===== src/design/cwa_pkg.sv =====
// Shared types and constants for the credit worker arbiter.
// Depends on nothing; used by credit_worker_arbiter.
package cwa_pkg;

    localparam int NUM_WORKERS_DEF = 16;
    localparam int CREDIT_W        = 8;
    localparam int OP_W            = 2;
    localparam int STATUS_W        = 2;
    localparam int WORKER_W        = 4;

    localparam logic [CREDIT_W-1:0] CREDIT_MAX       = 8'hFF;
    localparam logic [CREDIT_W-1:0] INIT_CREDIT_RST  = 8'd4;

    typedef enum logic [OP_W-1:0] {
        OP_ADD    = 2'd0,
        OP_REMOVE = 2'd1,
        OP_GRANT  = 2'd2,
        OP_RETURN = 2'd3
    } op_t;

    typedef enum logic [STATUS_W-1:0] {
        ST_OK       = 2'd0,
        ST_PRESENT  = 2'd1,
        ST_ABSENT   = 2'd2,
        ST_NOCREDIT = 2'd3
    } status_t;

    typedef enum logic [2:0] {
        S_IDLE,
        S_EXEC,
        S_RETURN,
        S_SCAN,
        S_SCAN_END,
        S_GRANT
    } state_t;

endpackage


===== src/design/credit_worker_arbiter.sv =====
// Credit worker arbiter, top level. Uses cwa_pkg and cwa_ram (credit store).
// Add and remove finish in the execute state; return reads the credit and writes it back;
// grant reads one credit entry per cycle from the RAM over all slots, then grants the best.
// A new beat may be accepted in the same cycle that done is high. done cannot be stalled.
// Reset (rst_n low, asynchronous) empties all slots and sets initial_credit to 4.
module credit_worker_arbiter #(
    parameter int NUM_WORKERS = cwa_pkg::NUM_WORKERS_DEF
) (
    input  logic                          clk,
    input  logic                          rst_n,
    // Command channel.
    input  logic                          start,
    output logic                          busy,
    input  logic [cwa_pkg::OP_W-1:0]      operation,
    input  logic [cwa_pkg::WORKER_W-1:0]  worker,
    // Result channel.
    output logic                          done,
    output logic [cwa_pkg::STATUS_W-1:0]  status,
    output logic [cwa_pkg::WORKER_W-1:0]  granted_worker,
    // Configuration register.
    input  logic                          initial_credit_we,
    input  logic [cwa_pkg::CREDIT_W-1:0]  initial_credit
);

    localparam int IDX_W = $clog2(NUM_WORKERS);
    localparam logic [IDX_W-1:0] LAST_IDX = IDX_W'(NUM_WORKERS - 1);

    // Sequencer state and the captured command.
    cwa_pkg::state_t  state_reg, state_next;
    cwa_pkg::op_t     op_reg;
    logic [cwa_pkg::WORKER_W-1:0] worker_reg;

    logic [cwa_pkg::CREDIT_W-1:0] initial_credit_reg;

    // The present vector doubles as the valid bits of the credit RAM: the
    // credit of an absent slot is never used, so the RAM needs no clearing.
    logic [NUM_WORKERS-1:0] present_reg, present_next;
    logic [IDX_W-1:0]       last_winner_reg, last_winner_next;
    logic                   any_winner_reg, any_winner_next;

    // Scan pointer, the compare stage that trails it by the RAM read latency,
    // and the best candidate found so far.
    logic [IDX_W-1:0]             scan_idx_reg, scan_idx_next;
    logic [IDX_W-1:0]             cmp_idx_reg, cmp_idx_next;
    logic                         cmp_vld_reg, cmp_vld_next;
    logic                         best_vld_reg, best_vld_next;
    logic [IDX_W-1:0]             best_idx_reg, best_idx_next;
    logic [cwa_pkg::CREDIT_W-1:0] best_credit_reg, best_credit_next;
    logic                         best_above_reg, best_above_next;

    // Result register.
    logic                              done_reg, done_next;
    cwa_pkg::status_t                  status_reg, status_next;
    logic [cwa_pkg::WORKER_W-1:0]      granted_reg, granted_next;

    // Credit RAM port.
    logic                         ram_we;
    logic [IDX_W-1:0]             ram_waddr;
    logic [cwa_pkg::CREDIT_W-1:0] ram_wdata;
    logic [IDX_W-1:0]             ram_raddr;
    logic [cwa_pkg::CREDIT_W-1:0] ram_rdata;

    logic             accept;
    logic             in_range;
    logic [IDX_W-1:0] worker_idx;
    logic             worker_present;
    logic             cand_above;
    logic             cand_take;

    assign busy   = (state_reg != cwa_pkg::S_IDLE);
    assign accept = start && !busy;

    assign in_range       = (32'(worker_reg) < NUM_WORKERS);
    assign worker_idx     = IDX_W'(worker_reg);
    assign worker_present = in_range && present_reg[worker_idx];

    // The one compare unit: it looks at the entry read in the previous cycle
    // and decides whether it beats the best candidate so far. A tie is won
    // only by a slot above the last winner against one that is not above it.
    assign cand_above = !any_winner_reg || (cmp_idx_reg > last_winner_reg);
    assign cand_take  = cmp_vld_reg && present_reg[cmp_idx_reg]
                        && (ram_rdata != '0)
                        && (!best_vld_reg || (ram_rdata > best_credit_reg)
                            || ((ram_rdata == best_credit_reg) && cand_above
                                && !best_above_reg));

    cwa_ram #(
        .WIDTH (cwa_pkg::CREDIT_W),
        .DEPTH (NUM_WORKERS)
    ) u_credit_ram (
        .clk   (clk),
        .we    (ram_we),
        .waddr (ram_waddr),
        .wdata (ram_wdata),
        .raddr (ram_raddr),
        .rdata (ram_rdata)
    );

    // Next state.
    always_comb
    begin
        state_next = state_reg;
        case (state_reg)
            cwa_pkg::S_IDLE:
            begin
                if (accept)
                begin
                    state_next = cwa_pkg::S_EXEC;
                end
            end
            cwa_pkg::S_EXEC:
            begin
                case (op_reg)
                    cwa_pkg::OP_RETURN: state_next = cwa_pkg::S_RETURN;
                    cwa_pkg::OP_GRANT:  state_next = cwa_pkg::S_SCAN;
                    default:            state_next = cwa_pkg::S_IDLE;
                endcase
            end
            cwa_pkg::S_RETURN:
            begin
                state_next = cwa_pkg::S_IDLE;
            end
            cwa_pkg::S_SCAN:
            begin
                if (scan_idx_reg == LAST_IDX)
                begin
                    state_next = cwa_pkg::S_SCAN_END;
                end
            end
            cwa_pkg::S_SCAN_END:
            begin
                state_next = cwa_pkg::S_GRANT;
            end
            cwa_pkg::S_GRANT:
            begin
                state_next = cwa_pkg::S_IDLE;
            end
            default:
            begin
                state_next = cwa_pkg::S_IDLE;
            end
        endcase
    end

    // Datapath, RAM control and result.
    always_comb
    begin
        present_next     = present_reg;
        last_winner_next = last_winner_reg;
        any_winner_next  = any_winner_reg;
        scan_idx_next    = scan_idx_reg;
        cmp_idx_next     = cmp_idx_reg;
        cmp_vld_next     = cmp_vld_reg;
        best_vld_next    = best_vld_reg;
        best_idx_next    = best_idx_reg;
        best_credit_next = best_credit_reg;
        best_above_next  = best_above_reg;
        done_next        = 1'b0;
        status_next      = status_reg;
        granted_next     = granted_reg;
        ram_we           = 1'b0;
        ram_waddr        = worker_idx;
        ram_wdata        = initial_credit_reg;
        ram_raddr        = worker_idx;

        if (cand_take)
        begin
            best_vld_next    = 1'b1;
            best_idx_next    = cmp_idx_reg;
            best_credit_next = ram_rdata;
            best_above_next  = cand_above;
        end

        case (state_reg)
            cwa_pkg::S_EXEC:
            begin
                granted_next = '0;
                case (op_reg)
                    cwa_pkg::OP_ADD:
                    begin
                        done_next = 1'b1;
                        if (!in_range)
                        begin
                            status_next = cwa_pkg::ST_ABSENT;
                        end
                        else if (present_reg[worker_idx])
                        begin
                            status_next = cwa_pkg::ST_PRESENT;
                        end
                        else
                        begin
                            status_next              = cwa_pkg::ST_OK;
                            present_next[worker_idx] = 1'b1;
                            ram_we                   = 1'b1;
                        end
                    end
                    cwa_pkg::OP_REMOVE:
                    begin
                        done_next = 1'b1;
                        if (worker_present)
                        begin
                            status_next              = cwa_pkg::ST_OK;
                            present_next[worker_idx] = 1'b0;
                        end
                        else
                        begin
                            status_next = cwa_pkg::ST_ABSENT;
                        end
                    end
                    cwa_pkg::OP_GRANT:
                    begin
                        scan_idx_next = '0;
                        cmp_vld_next  = 1'b0;
                        best_vld_next = 1'b0;
                    end
                    default:
                    begin
                        // Return: the credit read for worker_idx is issued here.
                    end
                endcase
            end
            cwa_pkg::S_RETURN:
            begin
                done_next = 1'b1;
                if (worker_present)
                begin
                    status_next = cwa_pkg::ST_OK;
                    if (ram_rdata != cwa_pkg::CREDIT_MAX)
                    begin
                        ram_we    = 1'b1;
                        ram_wdata = ram_rdata + 1'b1;
                    end
                end
                else
                begin
                    status_next = cwa_pkg::ST_ABSENT;
                end
            end
            cwa_pkg::S_SCAN:
            begin
                ram_raddr     = scan_idx_reg;
                cmp_idx_next  = scan_idx_reg;
                cmp_vld_next  = 1'b1;
                scan_idx_next = scan_idx_reg + 1'b1;
            end
            cwa_pkg::S_SCAN_END:
            begin
                cmp_vld_next = 1'b0;
            end
            cwa_pkg::S_GRANT:
            begin
                done_next = 1'b1;
                if (best_vld_reg)
                begin
                    status_next      = cwa_pkg::ST_OK;
                    granted_next     = cwa_pkg::WORKER_W'(best_idx_reg);
                    ram_we           = 1'b1;
                    ram_waddr        = best_idx_reg;
                    ram_wdata        = best_credit_reg - 1'b1;
                    last_winner_next = best_idx_reg;
                    any_winner_next  = 1'b1;
                end
                else
                begin
                    status_next = cwa_pkg::ST_NOCREDIT;
                end
            end
            default:
            begin
            end
        endcase
    end

    // Control registers.
    always_ff @(posedge clk or negedge rst_n)
    begin
        if (!rst_n)
        begin
            state_reg          <= cwa_pkg::S_IDLE;
            initial_credit_reg <= cwa_pkg::INIT_CREDIT_RST;
            present_reg        <= '0;
            last_winner_reg    <= '0;
            any_winner_reg     <= 1'b0;
            cmp_vld_reg        <= 1'b0;
            best_vld_reg       <= 1'b0;
            done_reg           <= 1'b0;
        end
        else
        begin
            state_reg       <= state_next;
            present_reg     <= present_next;
            last_winner_reg <= last_winner_next;
            any_winner_reg  <= any_winner_next;
            cmp_vld_reg     <= cmp_vld_next;
            best_vld_reg    <= best_vld_next;
            done_reg        <= done_next;
            if (initial_credit_we)
            begin
                initial_credit_reg <= initial_credit;
            end
        end
    end

    // Payload registers.
    always_ff @(posedge clk)
    begin
        if (accept)
        begin
            op_reg     <= cwa_pkg::op_t'(operation);
            worker_reg <= worker;
        end
        scan_idx_reg    <= scan_idx_next;
        cmp_idx_reg     <= cmp_idx_next;
        best_idx_reg    <= best_idx_next;
        best_credit_reg <= best_credit_next;
        best_above_reg  <= best_above_next;
        status_reg      <= status_next;
        granted_reg     <= granted_next;
    end

    assign done           = done_reg;
    assign status         = status_reg;
    assign granted_worker = granted_reg;

    // A result beat only ends a command that kept the block busy.
    a_done_after_busy: assert property (@(posedge clk) disable iff (!rst_n)
        done |-> $past(busy))
        else $error("done without a preceding busy command");

    // An accepted command always makes the sequencer busy in the cycle after it.
    a_accept_busy: assert property (@(posedge clk) disable iff (!rst_n)
        (start && !busy) |=> busy)
        else $error("accepted command did not make the block busy");

    // Every failing result reports worker zero.
    a_fail_zero: assert property (@(posedge clk) disable iff (!rst_n)
        (done && (status != cwa_pkg::ST_OK)) |-> (granted_worker == '0))
        else $error("failed result carries a nonzero worker");

    // A successful grant names a slot that is present.
    a_grant_present: assert property (@(posedge clk) disable iff (!rst_n)
        (done && (op_reg == cwa_pkg::OP_GRANT) && (status == cwa_pkg::ST_OK))
        |-> present_reg[best_idx_reg])
        else $error("grant went to an absent slot");

endmodule


===== src/design/cwa_ram.sv =====
// Generic single-port-write, single-port-read RAM with a registered read.
// Depends on nothing.
module cwa_ram #(
    parameter int WIDTH = 8,
    parameter int DEPTH = 16
) (
    input  logic                     clk,
    input  logic                     we,
    input  logic [$clog2(DEPTH)-1:0] waddr,
    input  logic [WIDTH-1:0]         wdata,
    input  logic [$clog2(DEPTH)-1:0] raddr,
    output logic [WIDTH-1:0]         rdata
);

    logic [WIDTH-1:0] mem [DEPTH];
    logic [WIDTH-1:0] rdata_reg;

    always_ff @(posedge clk)
    begin
        if (we)
        begin
            mem[waddr] <= wdata;
        end
        rdata_reg <= mem[raddr];
    end

    assign rdata = rdata_reg;

endmodule

===== config.mk =====
export PLATFORM = sky130hd
export DESIGN_NAME = credit_worker_arbiter
export DESIGN_NICKNAME = d
export VERILOG_FILES = /design/src/design/cwa_pkg.sv /design/src/design/credit_worker_arbiter.sv /design/src/design/cwa_ram.sv
export SDC_FILE = /design/constraint.sdc
export NUM_CORES = 1
export LEC_CHECK = 0
export BUFFER_PORTS_ARGS = -buffer_cell sky130_fd_sc_hd__buf_2
export CAP_MARGIN = 20
export CORE_UTILIZATION = 47
export CTS_CLUSTER_SIZE = 20
export DETAILED_ROUTE_END_ITERATION = 8
export GPL_TIMING_DRIVEN = 0
export PLACE_DENSITY = 0.72
export REMOVE_ABC_BUFFERS = 1
export SYNTH_ARGS = -nofsm -noshare
export SYNTH_HDL_FRONTEND = slang
export SYNTH_HIERARCHICAL = 1
export SYNTH_SLANG_ARGS = --single-unit

===== constraint.sdc =====
create_clock -name clk -period 4.7 [get_ports clk]
set_input_delay 0.705 -clock clk [delete_from_list [all_inputs] [get_ports clk]]
set_output_delay 0.705 -clock clk [all_outputs]
set_load 0.02 [all_outputs]

==> impl_metrics.tcl <==
set metrics [dict create \
    status "finished, final reports clean" \
    syn-cell-area_um2 8920 \
    numPortBuffers 25 \
    wl_met3_mm 1.21 \
    drive_gt1_frac 0.193 \
    root_buffer "clkbuf_16" \
    max_stage_delay_ns 0.76 \
    syn2layout_area_growth_pct 13.0 \
    arrival_ns 4.47 \
    h-tree-depth 1 \
    place_congestion 0.872 \
    finalNetCount 629 \
    multi_input_area_um2 2840 \
    cp.buffers_inverters 1 \
    critical_path_class "flip-flop to flip-flop" \
    switching_share 0.294 \
    reg2reg_depth 7 \
    io_pins 26 \
    p_int_mw 3.93 \
    die_area_um2 19500 \
    grt-ovfl-total 0 \
    netlist_instances 559 \
    antenna_left 0 \
    grt_usage 0.189 \
    nFillCells 1441 \
    path_depth 7 \
    p_clk_frac 0.326 \
    crit_path_end "u_credit_ram/mem[0][4]" \
    largest_register "u_credit_ram/mem" \
    cap_violations 0 \
    ys_warn_count 6 \
    power.leakage_nw 3.66 \
    drt_iter0_drc 364 \
    cts_buffers 22 \
    post_cts_resized 0 \
    synth_flop_cell "edfxtp_1" \
    die_y_um 140 \
    endpoint_kind "flip-flop" \
    cts_setup_buffers 0 \
    hold_buffers 0 \
    routed_via_density 5.91 \
    antennaDiodeCount 0 \
    fin_crit_ns 4.26 \
    hold_viol 0 \
    power_frac_comb 0.229 \
    final_cell_mix "161 x edfxtp_1, 42 x nand2_1, 35 x nor2_1" \
    crit_family "simple AND/OR/NAND/NOR gates" \
    max_freq_mhz 235 \
    cellPowerDensity_nw_per_um2 552 \
    crit_path_top_delay_cell "o31ai_1" \
    worst-path-max-fanout 15 \
    drtPass1Iterations 5 \
    synth_seq_cells 204 \
    worstPathRequired_ns 4.91 \
    drc 0 \
    crit_start "worker_idx[1]" \
    synth.distinct_cells 49 \
    grt_pass1_wl_mm 28.0 \
    slew_headroom 0.346 \
    largest_reg_flops 128 \
    worst_pin_slew_ns 0.970 \
    start_util 0.479 \
    yosysSeqAreaShare 0.658 \
    highest_layer "met4" \
    rsz0062_at_grt "false" \
    setup_viol 0 \
    start_kind "flip-flop" \
    mostFrequentLayoutCell "edfxtp_1" \
    switching_power_mw 1.64 \
    utilization 0.541 \
    fin_skew_ns 0.0335 \
    met2_length_mm 8.73 \
    slew_violations 0 \
    rows 50 \
    core_area_um2 18600 \
    wl_per_cell_um 21.2 \
    dp_hpwl_mm 12.2 \
    avgSynthCellArea_um2 16.0 \
    cts.path.max_buffers 3 \
    clkLatencyLatePin_ns 0.52 \
    antenna_found_initial 0 \
    cts_tree "built" \
    grt_max_degree 36 \
    min_period_over_period 0.906 \
    peakVddDrop_mv 0.247 \
    r2r-start "worker_idx[1]" \
    num_vias 4992 \
    m1WireLength_mm 7.50 \
    finalWirelength_mm 17.9 \
    min_path_type "input port to asynchronous set/reset pin" \
    synthArstFlopShare 0.172 \
    clkTransAtPathRegs_ns 0.06 \
    power.total_mw 5.57 \
    seqPwrFrac 0.445 \
    fp.dieW_um 140 \
    rr_endpoint "u_credit_ram/mem[0][4]" \
    rrSetupSlack_ns 0.44 \
    register_area_um2 5870 \
    synth_edf_count 161 \
    cts.sinks 204 \
    path_cells "mux4_1 -> mux2i_4 -> mux2i_1 -> o31ai_1 -> or3b_2 -> nor3_1 -> buf_4" \
    first_global_vias 5125 \
]
==> stage by stage <==
stage | worst slack, ns | instances | hold WS (ns) | cell area, µm² | TNS [ns]
floorplan | 0.816 | 538 | 0.409 | 8780 | 0
global placement | -1.30 | 797 | 0.452 | 9200 | -10.12
detailed placement | 0.479 | 804 | 0.495 | 9290 | 0
CTS | 0.465 | 843 | 0.318 | 10100 | 0
global route | 0.310 | 844 | 0.360 | 10100 | 0
finish | 0.442 | 844 | 0.308 | 10100 | 0
==> cells by family after synthesis <==
kind of cell               Yosys count  share of synthesized area
DFF                                204                      0.658
and+or+nand+nor                    148                     0.0802
muxes                               74                      0.154
AOI/OAI and AO/OA                   60                     0.0449
buffers and inverters               42                     0.0243
adders and majority gates           16                     0.0224
xor gates and xnor gates            15                     0.0164
==> worst min-delay path by stage <==
stage | end | slack [ns] | cells past startpoint
finish | state_reg[2] | 0.31 | 1
global route | state_reg[2] | 0.36 | 1
CTS | state_reg[2] | 0.32 | 1
detailed placement | last_winner_reg[0] | 0.50 | 2
global placement | any_winner_reg | 0.45 | 2
floorplan | asynchronous set/reset pin | 0.41 | 0
==> Yosys cell counts, types with 2 or more instances <==
cell type,instances,share of area
o211ai_1,2,0.0017
mux2i_1,3,0.0034
a22oi_1,16,0.013
nand2b_1,7,0.0049
dfrtp_1,34,0.095
mux2i_4,2,0.0050
mux4_1,18,0.053
nand2_1,42,0.018
dfxtp_1,8,0.018
nand4_1,4,0.0028
mux4_2,22,0.056
buf_6,4,0.0050
or2_2,5,0.0035
nor2b_1,4,0.0028
ha_1,16,0.022
inv_1,21,0.0088
edfxtp_1,161,0.54
and3_1,2,0.0014
mux2_1,12,0.015
mux2_2,17,0.021
nor3_1,10,0.0056
xor2_1,3,0.0029
nand3_1,13,0.0073
nand3b_1,3,0.0025
a21oi_1,8,0.0045
nor4_1,13,0.0091
xnor2_2,2,0.0036
clkbuf_1,7,0.0029
xnor2_1,10,0.0098
o21ai_0,19,0.011
o31ai_1,3,0.0025
and2_1,5,0.0035
clkdlybuf4s25_2,3,0.0034
a221o_1,7,0.0079
buf_2,5,0.0028
nor2_1,35,0.015
==> worst reg2reg max path: stages (launching register included) <==
cell and delay [ns]:
edfxtp_1 0.71, mux4_1 0.68, mux2i_4 0.23, mux2i_1 0.20, o31ai_1 0.76, or3b_2 0.55, nor3_1 0.59, buf_4 0.27
==> per-layer routing <==
layer / up-vias / GRT usage
li1: 2258 / -
met3: 37 / 0.0337
met4: 0 / 0.0758
met1: 2510 / 0.251
met5: - / 0
met2: 187 / 0.309
==> power by group through the flow <==
stage                     clock (mW)  sequential, mW  combinational, mW
final                           1.82            2.48               1.27
after global routing            1.92            2.50               1.40
after CTS                       1.84            2.47               1.26
after detailed placement           0            2.51               1.25
after global placement             0            2.50               1.21
after floorplan                    0            2.46              0.880
==> area by class of cell <==
class	count	area share
clock buffers	27	0.0596
clock inverters	12	0.0171
inverters	21	0.00782
multi-input cells	313	0.282
flip-flops and latches	204	0.583
well taps	234	0.0291
repair buffers	33	0.0216
Note: power is estimated with default switching activity, not from simulation.
